`config.mk`:
```
export PLATFORM = sky130hd
export DESIGN_NAME = chunk_receipt_bitmap_gap_ranges
export DESIGN_NICKNAME = d
export VERILOG_FILES = /design/src/rtl/crbg_pkg.sv /design/src/rtl/chunk_receipt_bitmap_gap_ranges.sv /design/src/rtl/crbg_bitmap.sv /design/src/rtl/crbg_scan.sv
export VERILOG_INCLUDE_DIRS = /design/src /design/src/rtl
export SDC_FILE = /design/constraint.sdc
export NUM_CORES = 1
export LEC_CHECK = 0
export ABC_AREA = 1
export BUFFER_PORTS_ARGS = -buffer_cell sky130_fd_sc_hd__buf_4
export CORE_AREA = 5 5 170 213
export CTS_CLUSTER_DIAMETER = 30
export DETAILED_ROUTE_END_ITERATION = 16
export DIE_AREA = 0 0 175 218
export PLACE_DENSITY = 0.53
export SLEW_MARGIN = 20
export SYNTH_ARGS = -nofsm -noshare
export SYNTH_HDL_FRONTEND = slang
export SYNTH_HIERARCHICAL = 1
export SYNTH_SLANG_ARGS = --single-unit
```
`constraint.sdc`:
```
create_clock -name clock -period 3.6 [get_ports clock]
set_input_delay 0.36 -clock clock [delete_from_list [all_inputs] [get_ports clock]]
set_output_delay 0.36 -clock clock [all_outputs]
set_load 0.005 [all_outputs]
```
`src/rtl/assert_macros.svh`:
```
// ----------------------------------------------------------------------------
// assertion macros
// shared concurrent assertion wrappers, compiled out with NO_ASSERTIONS
// ----------------------------------------------------------------------------
`ifndef ASSERT_MACROS_SVH
`define ASSERT_MACROS_SVH

`ifndef NO_ASSERTIONS

`define ASSERT_PROP(label, clk, rst, prop) \
   label: assert property (@(posedge clk) disable iff (rst) prop) else $error("assertion failed");

`define ASSERT_NEVER(label, clk, rst, expr) \
   label: assert property (@(posedge clk) disable iff (rst) !(expr)) else $error("forbidden condition");

`else

`define ASSERT_PROP(label, clk, rst, prop)

`define ASSERT_NEVER(label, clk, rst, expr)

`endif

`endif

```
`src/rtl/crbg_pkg.sv`:
```
// ----------------------------------------------------------------------------
// crbg_pkg
// types and constants of the chunk receipt bitmap and gap scanner
// ----------------------------------------------------------------------------
`timescale 1ns / 1ps
`default_nettype none

package crbg_pkg;

   localparam int TYPE_W  = 2;
   localparam int INDEX_W = 8;
   localparam int RANGE_W = 7;
   localparam int COUNT_W = 8;

   typedef enum logic [TYPE_W-1:0] {
      REQ_MARK  = 2'd0,
      REQ_EOF   = 2'd1,
      REQ_SCAN  = 2'd2,
      REQ_CLEAR = 2'd3
   } req_kind_type;

   typedef struct packed {
      logic [TYPE_W-1:0]  req_type;
      logic [INDEX_W-1:0] chunk_no;
   } req_item_type;

   typedef struct packed {
      logic               status;
      logic               range_valid;
      logic [RANGE_W-1:0] range_first;
      logic [RANGE_W-1:0] range_final;
      logic               last;
      logic               eof_seen;
   } rsp_item_type;

   typedef enum logic [2:0] {
      S_IDLE   = 3'b001,
      S_WALK   = 3'b010,
      S_FINISH = 3'b100
   } scan_state_type;

   typedef struct packed {
      logic busy;
      logic emit;
   } scan_stat_type;

endpackage

`default_nettype wire

```
`src/rtl/chunk_receipt_bitmap_gap_ranges.sv`:
```
// Mark and eof items: result registered at the accepting edge, one item per cycle while
// the result side keeps up and no scan or clearing pass runs. Clear items likewise, then
// a clearing pass over the bitmap. Scan items keep the input stalled while the scanner
// walks the effective chunk count, one bitmap bit read per cycle while results are taken,
// then offers any open run and the last result. Synchronous reset clears the eof flag
// and chunk count at once, then runs the clearing pass with the input stalled.
// ----------------------------------------------------------------------------
// chunk_receipt_bitmap_gap_ranges
// chunk receipt bitmap with eof flag and missing-run scan
// ----------------------------------------------------------------------------
`timescale 1ns / 1ps
`default_nettype none

`include "assert_macros.svh"

module chunk_receipt_bitmap_gap_ranges #(
   parameter int MAX_CHUNKS = 128
) (
   input  wire logic                              clock,
   input  wire logic                              reset,
   input  wire logic                              req_valid,
   output logic                                   req_stall,
   input  wire crbg_pkg::req_item_type            req_item,
   output logic                                   rsp_valid,
   input  wire logic                              rsp_stall,
   output crbg_pkg::rsp_item_type                 rsp_item,
   input  wire logic                              csr_write_en,
   input  wire logic [crbg_pkg::COUNT_W-1:0]      csr_write_data
);

   import crbg_pkg::*;

   localparam int IW = $clog2(MAX_CHUNKS + 1);
   localparam int AW = (MAX_CHUNKS > 1) ? $clog2(MAX_CHUNKS) : 1;

   logic [COUNT_W-1:0] chunk_count_ff;
   logic               eof_ff, eof_in;
   logic               rsp_valid_ff, rsp_valid_in;
   rsp_item_type       rsp_item_ff, rsp_item_in;

   logic [IW-1:0]      n_cnt;
   logic               slot_free;
   logic               req_accept;
   logic               is_scan;
   logic               in_range;
   logic               set_en;
   logic               clear_en;
   logic               single_load;
   logic               rd_bit;
   logic [AW-1:0]      rd_addr;
   logic               wipe_busy;
   logic               rsp_range_ok;
   scan_stat_type      scan_stat;
   rsp_item_type       scan_rsp;
   rsp_item_type       single_rsp;

   assign n_cnt = (chunk_count_ff > COUNT_W'(MAX_CHUNKS)) ? IW'(MAX_CHUNKS)
                                                           : IW'(chunk_count_ff);

   assign slot_free   = !rsp_valid_ff || !rsp_stall;
   assign req_stall   = scan_stat.busy || wipe_busy || !slot_free;
   assign req_accept  = req_valid && !req_stall;
   assign is_scan     = (req_item.req_type == REQ_SCAN);
   assign in_range    = (req_item.chunk_no < COUNT_W'(n_cnt));
   assign set_en      = req_accept && (req_item.req_type == REQ_MARK) && in_range;
   assign clear_en    = req_accept && (req_item.req_type == REQ_CLEAR);
   assign single_load = req_accept && !is_scan;

   always_comb begin
      eof_in = eof_ff;
      if (req_accept && (req_item.req_type == REQ_EOF)) begin
         eof_in = 1'b1;
      end else if (clear_en) begin
         eof_in = 1'b0;
      end
   end

   always_comb begin
      single_rsp          = '0;
      single_rsp.status   = (req_item.req_type == REQ_MARK) && !in_range;
      single_rsp.last     = 1'b1;
      single_rsp.eof_seen = eof_in;
   end

   always_comb begin
      rsp_valid_in = rsp_valid_ff;
      rsp_item_in  = rsp_item_ff;
      if (single_load) begin
         rsp_valid_in = 1'b1;
         rsp_item_in  = single_rsp;
      end else if (scan_stat.emit && slot_free) begin
         rsp_valid_in = 1'b1;
         rsp_item_in  = scan_rsp;
      end else if (!rsp_stall) begin
         rsp_valid_in = 1'b0;
      end
   end

   always_ff @(posedge clock) begin
      if (reset) begin
         chunk_count_ff <= '0;
         eof_ff         <= 1'b0;
         rsp_valid_ff   <= 1'b0;
      end else begin
         if (csr_write_en) begin
            chunk_count_ff <= csr_write_data;
         end
         eof_ff       <= eof_in;
         rsp_valid_ff <= rsp_valid_in;
      end
   end

   always_ff @(posedge clock) begin
      rsp_item_ff <= rsp_item_in;
   end

   crbg_bitmap #(
      .DEPTH (MAX_CHUNKS),
      .AW    (AW)
   ) u_bitmap (
      .clock     (clock),
      .reset     (reset),
      .set_en    (set_en),
      .set_addr  (req_item.chunk_no[AW-1:0]),
      .clear_en  (clear_en),
      .rd_addr   (rd_addr),
      .rd_bit    (rd_bit),
      .wipe_busy (wipe_busy)
   );

   crbg_scan #(
      .IW (IW),
      .AW (AW)
   ) u_scan (
      .clock     (clock),
      .reset     (reset),
      .start     (req_accept && is_scan),
      .slot_free (slot_free),
      .n_cnt     (n_cnt),
      .eof_in    (eof_ff),
      .rd_bit    (rd_bit),
      .rd_addr   (rd_addr),
      .stat      (scan_stat),
      .rsp       (scan_rsp)
   );

   assign rsp_valid = rsp_valid_ff;
   assign rsp_item  = rsp_item_ff;

   assign rsp_range_ok = !rsp_item_ff.status &&
                         (rsp_item_ff.range_first <= rsp_item_ff.range_final);

   `ASSERT_PROP(a_single_result, clock, reset, single_load |=> (rsp_valid_ff && rsp_item_ff.last))
   `ASSERT_PROP(a_clear_eof, clock, reset, clear_en |=> !eof_ff)
   `ASSERT_PROP(a_range_ok, clock, reset, (rsp_valid_ff && rsp_item_ff.range_valid) |-> rsp_range_ok)

endmodule

`default_nettype wire

```
`src/rtl/crbg_bitmap.sv`:
```
// ----------------------------------------------------------------------------
// crbg_bitmap
// one received bit per chunk, set by marks, wiped entry by entry after reset
// or clear, read with registered data
// ----------------------------------------------------------------------------
`timescale 1ns / 1ps
`default_nettype none

module crbg_bitmap #(
   parameter int DEPTH = 128,
   parameter int AW    = 7
) (
   input  wire logic          clock,
   input  wire logic          reset,
   input  wire logic          set_en,
   input  wire logic [AW-1:0] set_addr,
   input  wire logic          clear_en,
   input  wire logic [AW-1:0] rd_addr,
   output logic               rd_bit,
   output logic               wipe_busy
);

   logic          mem [DEPTH];
   logic          rd_bit_ff;
   logic          wipe_ff, wipe_in;
   logic [AW-1:0] wipe_addr_ff, wipe_addr_in;
   logic          wipe_last;
   logic          wr_en;
   logic [AW-1:0] wr_addr;
   logic          wr_data;

   assign wipe_last = (wipe_addr_ff == AW'(DEPTH - 1));

   always_comb begin
      wipe_in      = wipe_ff;
      wipe_addr_in = wipe_addr_ff;
      if (clear_en) begin
         wipe_in      = 1'b1;
         wipe_addr_in = '0;
      end else if (wipe_ff) begin
         wipe_addr_in = wipe_addr_ff + AW'(1);
         if (wipe_last) begin
            wipe_in = 1'b0;
         end
      end
   end

   always_ff @(posedge clock) begin
      if (reset) begin
         wipe_ff      <= 1'b1;
         wipe_addr_ff <= '0;
      end else begin
         wipe_ff      <= wipe_in;
         wipe_addr_ff <= wipe_addr_in;
      end
   end

   assign wr_en   = wipe_ff || set_en;
   assign wr_addr = wipe_ff ? wipe_addr_ff : set_addr;
   assign wr_data = !wipe_ff;

   always_ff @(posedge clock) begin
      if (wr_en) begin
         mem[wr_addr] <= wr_data;
      end
      rd_bit_ff <= mem[rd_addr];
   end

   assign rd_bit    = rd_bit_ff;
   assign wipe_busy = wipe_ff;

endmodule

`default_nettype wire

```
`src/rtl/crbg_scan.sv`:
```
// ----------------------------------------------------------------------------
// crbg_scan
// walks the bitmap one chunk a cycle while results are taken, offers each missing run, then a last result
// ----------------------------------------------------------------------------
`timescale 1ns / 1ps
`default_nettype none

`include "assert_macros.svh"

module crbg_scan #(
   parameter int IW = 8,
   parameter int AW = 7
) (
   input  wire logic                  clock,
   input  wire logic                  reset,
   input  wire logic                  start,
   input  wire logic                  slot_free,
   input  wire logic [IW-1:0]         n_cnt,
   input  wire logic                  eof_in,
   input  wire logic                  rd_bit,
   output logic [AW-1:0]              rd_addr,
   output crbg_pkg::scan_stat_type    stat,
   output crbg_pkg::rsp_item_type     rsp
);

   import crbg_pkg::*;

   scan_state_type     state_ff, state_in;
   logic [IW-1:0]      idx_ff, idx_in;
   logic               open_ff, open_in;
   logic [RANGE_W-1:0] start_ff, start_in;
   logic               pend_valid_ff, pend_valid_in;
   logic [RANGE_W-1:0] pend_first_ff, pend_first_in;
   logic [RANGE_W-1:0] pend_final_ff, pend_final_in;
   logic               missing;
   logic               at_end;
   logic               closing;
   logic               emit;
   logic               last_flag;
   logic [RANGE_W-1:0] run_final;

   // read the bit of the next index so that it lands with idx_ff
   assign rd_addr   = idx_in[AW-1:0];
   assign missing   = !rd_bit;
   assign at_end    = (idx_ff == n_cnt);
   assign closing   = open_ff && !missing;
   assign run_final = RANGE_W'(idx_ff - IW'(1));

   always_comb begin
      state_in      = state_ff;
      idx_in        = idx_ff;
      open_in       = open_ff;
      start_in      = start_ff;
      pend_valid_in = pend_valid_ff;
      pend_first_in = pend_first_ff;
      pend_final_in = pend_final_ff;
      emit          = 1'b0;
      last_flag     = 1'b0;
      case (state_ff)
         S_IDLE: begin
            if (start) begin
               state_in      = S_WALK;
               idx_in        = '0;
               open_in       = 1'b0;
               pend_valid_in = 1'b0;
            end
         end
         S_WALK: begin
            if (at_end) begin
               state_in = S_FINISH;
            end else if (!(closing && pend_valid_ff && !slot_free)) begin
               idx_in = idx_ff + IW'(1);
               if (missing && !open_ff) begin
                  open_in  = 1'b1;
                  start_in = RANGE_W'(idx_ff);
               end else if (closing) begin
                  emit          = pend_valid_ff;
                  open_in       = 1'b0;
                  pend_valid_in = 1'b1;
                  pend_first_in = start_ff;
                  pend_final_in = run_final;
               end
            end
         end
         S_FINISH: begin
            if (open_ff) begin
               if (!(pend_valid_ff && !slot_free)) begin
                  emit          = pend_valid_ff;
                  open_in       = 1'b0;
                  pend_valid_in = 1'b1;
                  pend_first_in = start_ff;
                  pend_final_in = run_final;
               end
            end else begin
               emit      = 1'b1;
               last_flag = 1'b1;
               if (slot_free) begin
                  state_in = S_IDLE;
               end
            end
         end
         default: begin
            state_in = S_IDLE;
         end
      endcase
   end

   always_ff @(posedge clock) begin
      if (reset) begin
         state_ff      <= S_IDLE;
         open_ff       <= 1'b0;
         pend_valid_ff <= 1'b0;
         idx_ff        <= '0;
      end else begin
         state_ff      <= state_in;
         open_ff       <= open_in;
         pend_valid_ff <= pend_valid_in;
         idx_ff        <= idx_in;
      end
   end

   always_ff @(posedge clock) begin
      start_ff      <= start_in;
      pend_first_ff <= pend_first_in;
      pend_final_ff <= pend_final_in;
   end

   assign stat.busy = (state_ff != S_IDLE);
   assign stat.emit = emit;

   always_comb begin
      rsp             = '0;
      rsp.range_valid = pend_valid_ff;
      rsp.range_first = pend_valid_ff ? pend_first_ff : '0;
      rsp.range_final = pend_valid_ff ? pend_final_ff : '0;
      rsp.last        = last_flag;
      rsp.eof_seen    = eof_in;
   end

   `ASSERT_PROP(a_emit_busy, clock, reset, stat.emit |-> stat.busy)
   `ASSERT_PROP(a_idx_bound, clock, reset, stat.busy |-> (idx_ff <= n_cnt))
   `ASSERT_PROP(a_pend_order, clock, reset, pend_valid_ff |-> (pend_first_ff <= pend_final_ff))

endmodule

`default_nettype wire
```
==> out/metrics.cfg, run 1 <==
[outcome]
status = completed

[route]
drtIter0Drc = 583
drc = 0
vias = 7559
finalWirelength_um = 25740
drt-met1-wl_um = 10730
dr.pass1.iters = 5
routed-wl-met3_um = 788
highest_layer = met4
ant_nets = 0
wl_met2_um = 13540
detail_route.wl_per_cell_um = 15.99
vias_per_cell = 4.695

[synthesis]
syn_inst = 1144
ys_warn_count = 6
synth.area.top_cells = edfxtp_1 45%, nand2_1 11%, dfxtp_1 9.6%
async_reset_ff_share_pct = 0
ys_ff_latch = 199
synth_top_area_share_pct = 45.20
ys_seq_area_share_pct = 54.78
synth_area_um2 = 10030
synth_cell_types = 44
synth_fp_nets = 1179
synth_ff_type = edfxtp_1
synth_top_cell_by_area = edfxtp_1
synth_edf_count = 151
avgSynthCellArea_um2 = 8.769

[critical_path]
cpLargestDelayFamily = simple AND/OR/NAND/NOR gates
crit_type = reg2reg
cp_num_buf_inv = 4
path_max_fanout = 9
crit_arrival_ns = 3.48
crit_slowest_cell = nand2_1
cp-end-kind = flop
cp-start-kind = flop
reg2reg_slack_ns = 0.32
cp_common_cell = nand2_1
cp.required_ns = 3.80
slowest_delay_ns = 0.37
path_cells = nor4_1 > nand3_1 > nand2_1 > inv_1 > nor2_1 > inv_1 > ha_1 > nand2_1 > nand2_1 > nand2_1 > nand2_1 > nand2_1 > nand2_1 > nor2_1 > nor2_1 > clkinv_1 > nand2_1 > buf_4 > nor2_1

[placed_design]
hpwl_um = 17520
portBuffers = 42
place_congestion = 0.8355

[floorplanning]
die-height_um = 218
coreArea_um2 = 34040
rows = 76
dieWidth_um = 175
io_pins = 43
start_util_pct = 29.47
die-area_um2 = 38150

[global_routing]
grt_pass1_wl_um = 41000
grt_pass1_vias = 7541
overflow = 0
grt_usage_pct = 13.75
antenna_found_initial = 0
grt_start_max_net_pins = 107

[pwr]
max-vdd-ir-drop_uv = 346.3
power_uw = 4815
power_density_nw_per_um2 = 426.1
leakage_uw = 0.004564

[sta]
fin_tns_setup_ns = 0
hold_violations = 0
holdWs_ns = 0.1372
finalCritPeriodShare_pct = 91.16
maxSlewHeadroom_pct = 34.87
fmax_mhz = 304.7
fin_crit_ns = 3.282
tightestPinTransition_ns = 0.9770
finalSetupViolCount = 0
skew_ns = 0.008903
rsz0062_at_grt = true
slew_violations = 0

[cts]
cts_max_level = 4
clk_latency_ns = 0.45
cts_setup_buffers = 0
cts_root_buf = clkbuf_16
clock_path_buffers = 2
clock-sinks = 199
cts_tree = built
cts_buffers = 17
path_clk_slew_ns = 0.07

[finish]
nFillCells = 3605
multi_input_comb_area_um2 = 3704
final_nets = 1203
diodes = 0
seq_area_um2 = 5495
area_delta_synth_final_pct = 12.65
layout-drive-gt1-share_pct = 14.99

[min_path]
hp-class = in2reg

[run]
cap_violations = 0

synth_stat cells (2+ instances only):
cell and instances:
a21oi_4 2, nand4_1 6, a21oi_1 19, nand3_1 145, nor2_4 5, inv_2 7
buf_2 13, o21ai_2 3, edfxtp_1 151, buf_6 11, nor2_1 171, xnor2_1 3
buf_4 13, inv_1 104, xor2_1 6, ha_1 12, o21ai_0 16, nor3_1 12
dfxtp_1 48, clkbuf_1 17, nand2_4 3, nor2_2 8, nand3_2 23, nor3_2 3
nand2_2 24, a211oi_1 2, nand2_1 300
area by class of cell:
type	instances	share of cell area, %
Sequential cell	199	48.63
Multi-Input combinational cell	773	32.77
Tap cell	429	4.750
Timing Repair Buffer	63	4.661
Clock buffer	21	3.986
Inverter	114	3.886
Clock inverter	11	1.318
report_power, final:
group | internal (µW) | total, µW | leakage, µW | switching (µW)
sequential | 2460 | 2480 | 0.00188 | 19.6
combinational | 115 | 360 | 0.00238 | 245
clock | 1120 | 1970 | 0.000296 | 858
kinds of logic after synthesis:
kind of cell	count (synthesis)	synth area share, %
buf+inv	172	8.306
simple gates	704	31.73
flops	199	54.78
fa+ha+maj	12	1.497
xor+xnor	9	0.7858
compound gates	47	2.869
other cells	1	0.03738
worst register-to-register path, stage by stage, from the launching register on:
cell and delay, ns:
dfxtp_1 0.32, nor4_1 0.27, nand3_1 0.10, nand2_1 0.07
inv_1 0.06, nor2_1 0.17, inv_1 0.12, ha_1 0.28
nand2_1 0.05, nand2_1 0.06, nand2_1 0.05, nand2_1 0.07
nand2_1 0.06, nand2_1 0.08, nor2_1 0.05, nor2_1 0.20
clkinv_1 0.33, nand2_1 0.37, buf_4 0.26, nor2_1 0.07
layer usage:
layer | up-vias | GRT usage, %
li1 | 3756 | -
met1 | 3620 | 16.20
met2 | 146 | 24.96
met3 | 37 | 2.115
met4 | 0 | 5.580
met5 | - | 0
what timing repair did:
action / in CTS / in global routing
endpoints found under the setup margin: 0 / 2
hold buffers: 0 / 0
resized for setup: 0 / 2
layout by cell type, fill, tap and decap left out, drive strengths merged:
master	count
conb	1
nor3	15
dfxtp	48
nor4	1
ha	12
edfxtp	151
clkbuf	21
xor2	6
a22oi	1
or2	1
xnor2	3
a21oi	22
a21boi	1
buf	63
nor3b	1
o21ai	20
nand2	327
inv	114
clkinvlp	1
o22ai	1
nand3	168
a211oi	2
nor2	184
bufinv	3
nand4	7
clkinv	7
state kept, by name, summed over array words and instances, names as in the netlist, 3 cells and up:
name                   count
u_scan/start_ff            7
u_scan/state_ff            3
u_scan/pend_first_ff       7
u_bitmap/mem             128
rsp_item                  18
chunk_count_ff             8
u_scan/idx_ff              8
u_scan/pend_final_ff       7
u_bitmap/wipe_addr_ff      7
metrics by stage:
step	std cells	worst slack [ns]	instance area (µm²)	util [%]
final	1610	0.3183	11300	33.20
after floorplan	1144	0.7877	10030	-
after global routing	1610	-0.001305	11300	33.20
after global placement	1578	0.3991	10690	31.41
after detailed placement	1578	0.3626	10690	31.41
after CTS	1610	0.3347	11290	33.17
final timing paths:
path,from,endpoint,cells after the start
setup / recovery,chunk_count_ff[0]$_SDFFE_PP0P_,u_bitmap/mem[55]$_DFFE_PP_,19
hold reg to reg,u_scan/start_ff[5]$_DFFE_PP_,u_scan/pend_first_ff[5]$_DFFE_PP_,0
hold / removal,csr_write_data[4],chunk_count_ff[4]$_SDFFE_PP0P_,3
setup reg to reg,chunk_count_ff[0]$_SDFFE_PP0P_,u_bitmap/mem[55]$_DFFE_PP_,19
Note: power is estimated with default switching activity, not from simulation.
==> run 2: changes to the inputs <==
- ABC_AREA: 1 -> not set
- CORE_AREA: 5 5 170 213 -> 5 5 164 206
- DIE_AREA: 0 0 175 218 -> 0 0 169 211
==> run 2 against run 1 <==
Compared with the run above: die area down 6.5%; sequential share of layout area up 1.6 points; fmax down 3.3%; final cell count down 23%; final area down 3.1%; combinational power down 46%; critical path type unchanged.
==> out/metrics.cfg, run 2 <==
[global_routing]
grt_usage_pct = 12.41  ; was 13.75%
grt_pass1_wl_um = 34560  ; was 41000 µm
overflow = 0  ; unchanged
grt_start_max_net_pins = 129  ; was 107
grt_pass1_vias = 6133  ; was 7541
antenna_found_initial = 0  ; unchanged

[critical_path]
reg2reg_slack_ns = 0.21  ; was 0.32 ns
timing.rr.end = u_bitmap/rd_bit$_DFF_P_  ; was u_bitmap/mem[55]$_DFFE_PP_
cp-startpoint = u_scan/state_ff[1]$_SDFFE_PP0P_  ; was chunk_count_ff[0]$_SDFFE_PP0P_
rr_startpoint = u_scan/state_ff[1]$_SDFFE_PP0P_  ; was chunk_count_ff[0]$_SDFFE_PP0P_
crit_arrival_ns = 3.77  ; was 3.48 ns
path_max_fanout = 7  ; was 9
crit_type = reg2reg  ; unchanged
worstRegToRegCells = 17  ; was 19
cp-start-kind = flop  ; unchanged
cp-end-kind = flop  ; unchanged
cp.required_ns = 3.98  ; was 3.80 ns

[run]
cap_violations = 0  ; unchanged

[min_path]
hp-class = in2reg  ; unchanged
min_to = chunk_count_ff[5]$_SDFFE_PP0P_  ; was chunk_count_ff[4]$_SDFFE_PP0P_
hp-start = csr_write_data[5]  ; was csr_write_data[4]
whs_path_depth = 3  ; unchanged

[cts]
cts_max_level = 4  ; unchanged
cts_buffers = 17  ; unchanged
clock-sinks = 199  ; unchanged
cts_tree = built  ; unchanged
clock_path_buffers = 2  ; unchanged
clk_latency_ns = 0.44  ; was 0.45 ns
cts_root_buf = clkbuf_16  ; unchanged
path_clk_slew_ns = 0.08  ; was 0.07 ns

[floorplanning]
start_util_pct = 29.69  ; was 29.47%
die-area_um2 = 35660  ; was 38150 µm²
io_pins = 43  ; unchanged
die-height_um = 211  ; was 218 µm
coreArea_um2 = 31510  ; was 34040 µm²
rows = 73  ; was 76
dieWidth_um = 169  ; was 175 µm

[placed_design]
hpwl_um = 14630  ; was 17520 µm
placed_area_um2 = 10230  ; was 10690 µm²
place_congestion = 0.7735  ; was 0.8355
dp_cells = 1208  ; was 1578
portBuffers = 42  ; unchanged
dp_slack_ns = 0.1139  ; was 0.3626 ns

[pwr]
power_uw = 4620  ; was 4815 µW
leakage_uw = 0.003705  ; was 0.004564 µW
max-vdd-ir-drop_uv = 315.9  ; was 346.3 µV
power_density_nw_per_um2 = 422.1  ; was 426.1 nW/µm²

[finish]
fin_area_um2 = 10950  ; was 11300 µm²
final_nets = 856  ; was 1203
layout.cells.non_filler = 1246  ; was 1610
area_delta_synth_final_pct = 17.00  ; was 12.65%
diodes = 0  ; unchanged
top_register = u_bitmap/mem  ; unchanged
layout_commonest_cell = nor2_1  ; was nand2_1
layout-drive-gt1-share_pct = 21.58  ; was 14.99%
largest_reg_flops = 128  ; unchanged
layout_common_cells = 159 x nor2_1, 151 x edfxtp_1, 81 x buf_4  ; was 300 x nand2_1, 171 x nor2_1, 151 x edfxtp_1

[synthesis]
synth_ff_type = edfxtp_1  ; unchanged
ys_warn_count = 6  ; unchanged
ys_top_cells_by_count = 159 x nor2_1, 151 x edfxtp_1, 49 x nand2_1, 48 x dfxtp_1  ; was 300 x nand2_1, 171 x nor2_1, 151 x edfxtp_1, 145 x nand3_1, 104 x inv_1
syn_inst = 771  ; was 1144
synth_area_um2 = 9355  ; was 10030 µm²
avgSynthCellArea_um2 = 12.13  ; was 8.769 µm²
synth.area.top_cells = edfxtp_1 48%, dfxtp_1 10%, nor2_1 6.4%  ; was edfxtp_1 45%, nand2_1 11%, dfxtp_1 9.6%
async_reset_ff_share_pct = 0  ; unchanged
synth_top_cell_by_area = edfxtp_1  ; unchanged
synth_cell_types = 71  ; was 44
synth_top_area_share_pct = 48.47  ; was 45.20%
synth_edf_count = 151  ; unchanged
ys_ff_latch = 199  ; unchanged
ys_seq_area_share_pct = 58.74  ; was 54.78%
synth_fp_nets = 806  ; was 1179
synth_most_common_cell = nor2_1  ; was nand2_1

[sta]
fin_tns_setup_ns = 0  ; unchanged
tightestPinTransition_ns = 0.9955  ; was 0.9770 ns
skew_ns = 0.01487  ; was 0.008903 ns
finalSetupViolCount = 0  ; unchanged
maxSlewHeadroom_pct = 33.07  ; was 34.87%
slew_violations = 0  ; unchanged
fin_crit_ns = 3.393  ; was 3.282 ns
hold_violations = 0  ; unchanged
finalCritPeriodShare_pct = 94.25  ; was 91.16%
fmax_mhz = 294.7  ; was 304.7 MHz
final.setup.worst_slack_ns = 0.2069  ; was 0.3183 ns

[route]
ant_nets = 0  ; unchanged
detail_route.wl_per_cell_um = 17.68  ; was 15.99 µm
vias = 6090  ; was 7559
dr.pass1.iters = 6  ; was 5
finalWirelength_um = 22030  ; was 25740 µm
drtIter0Drc = 538  ; was 583
vias_per_cell = 4.888  ; was 4.695
drc = 0  ; unchanged

[outcome]
status = completed  ; unchanged

==> run 2: cell count changes in the layout (fill, tap and decap cells not counted), moves of 16 or more <==
cell,previous run,this run
inv_1,102,25
mux2i_1,0,20
mux4_2,0,26
nand2_2,24,3
a22o_1,0,16
nand3_2,23,1
nand3_1,145,23
and2_1,0,17
nand2_1,300,45
buf_4,58,81
==> run 2: kinds of logic (layout without fill, tap and decap cells) <==
logic type	Yosys count	after routing	synth area share (%)
compound gates	84	84	6.874
flops	199	199	58.74
xor+xnor	18	18	1.685
mux	53	53	10.37
fa+ha+maj	12	12	1.605
simple gates	322	322	16.24
buf+inv	82	145	4.453
other cells	1	1	0.04008
==> run 2: final cells by class <==
class / count / area (µm²)
Multi-Input combinational cell: 490 / 3528
Fill cell: 3132 / 20570
Timing Repair Buffer: 87 / 695.7
Clock buffer: 17 / 425.4
Tap cell: 412 / 515.5
Inverter: 26 / 97.59
Clock inverter: 15 / 185.2
Sequential cell: 199 / 5498
==> run 2: how the worst max path moves through the flow <==
stage	slack (ns)	cells past startpoint	endpoint
after floorplan	0.0004	17	u_bitmap/rd_bit$_DFF_P_
after global placement	0.18	13	u_bitmap/rd_bit$_DFF_P_
after detailed placement	0.11	13	u_bitmap/rd_bit$_DFF_P_
after CTS	0.09	13	u_bitmap/rd_bit$_DFF_P_
after global routing	-0.007	18	u_bitmap/rd_bit$_DFF_P_
final	0.21	17	u_bitmap/rd_bit$_DFF_P_
==> run 2: where the power goes <==
group,internal (µW),total [µW],switching (µW)
Clock,960,1970,1010
Sequential,2450,2460,11.4
Combinational,71.8,193,121
Total,3480,4620,1140
==> run 2: what timing repair did <==
| item | 4_1_cts | 5_1_grt |
|---|---|---|
| endpoints found under the setup margin | 0 | 1 |
| hold buffers | 0 | 0 |
| setup buffers | 0 | 6 |
| gates resized for setup | 0 | 14 |
==> run 2: metrics by stage <==
step           utilization, %  hold WS, ns
2_1_floorplan               -       0.4003
3_3_place_gp            32.45       0.4035
3_5_place_dp            32.45       0.4115
4_1_cts                 34.39       0.1465
5_1_grt                 34.74       0.1649
6_report                34.74       0.1588
==> run 2: routing by layer <==
metal / vias up / global-route usage (%) / part of all wire, %
met5: - / 0 / 0
li1: 2904 / - / -
met1: 3031 / 15.17 / 42
met3: 24 / 1.760 / 4.1
met2: 131 / 21.92 / 51
met4: 0 / 5.249 / 2.7
==> run 2: worst max-delay path, stage by stage (launching register included) <==
cell       delay, ns
dfxtp_2         0.32
or3b_4          0.40
a211oi_4        0.24
nand2_2         0.11
nor3_4          0.16
nand4bb_1       0.19
and2_4          0.23
buf_6           0.13
nand2_2         0.07
nand3_2         0.08
buf_12          0.15
buf_2           0.17
buf_4           0.15
mux4_2          0.20
mux2i_1         0.08
a2111oi_2       0.36
nand4b_1        0.18
nand4_1         0.11
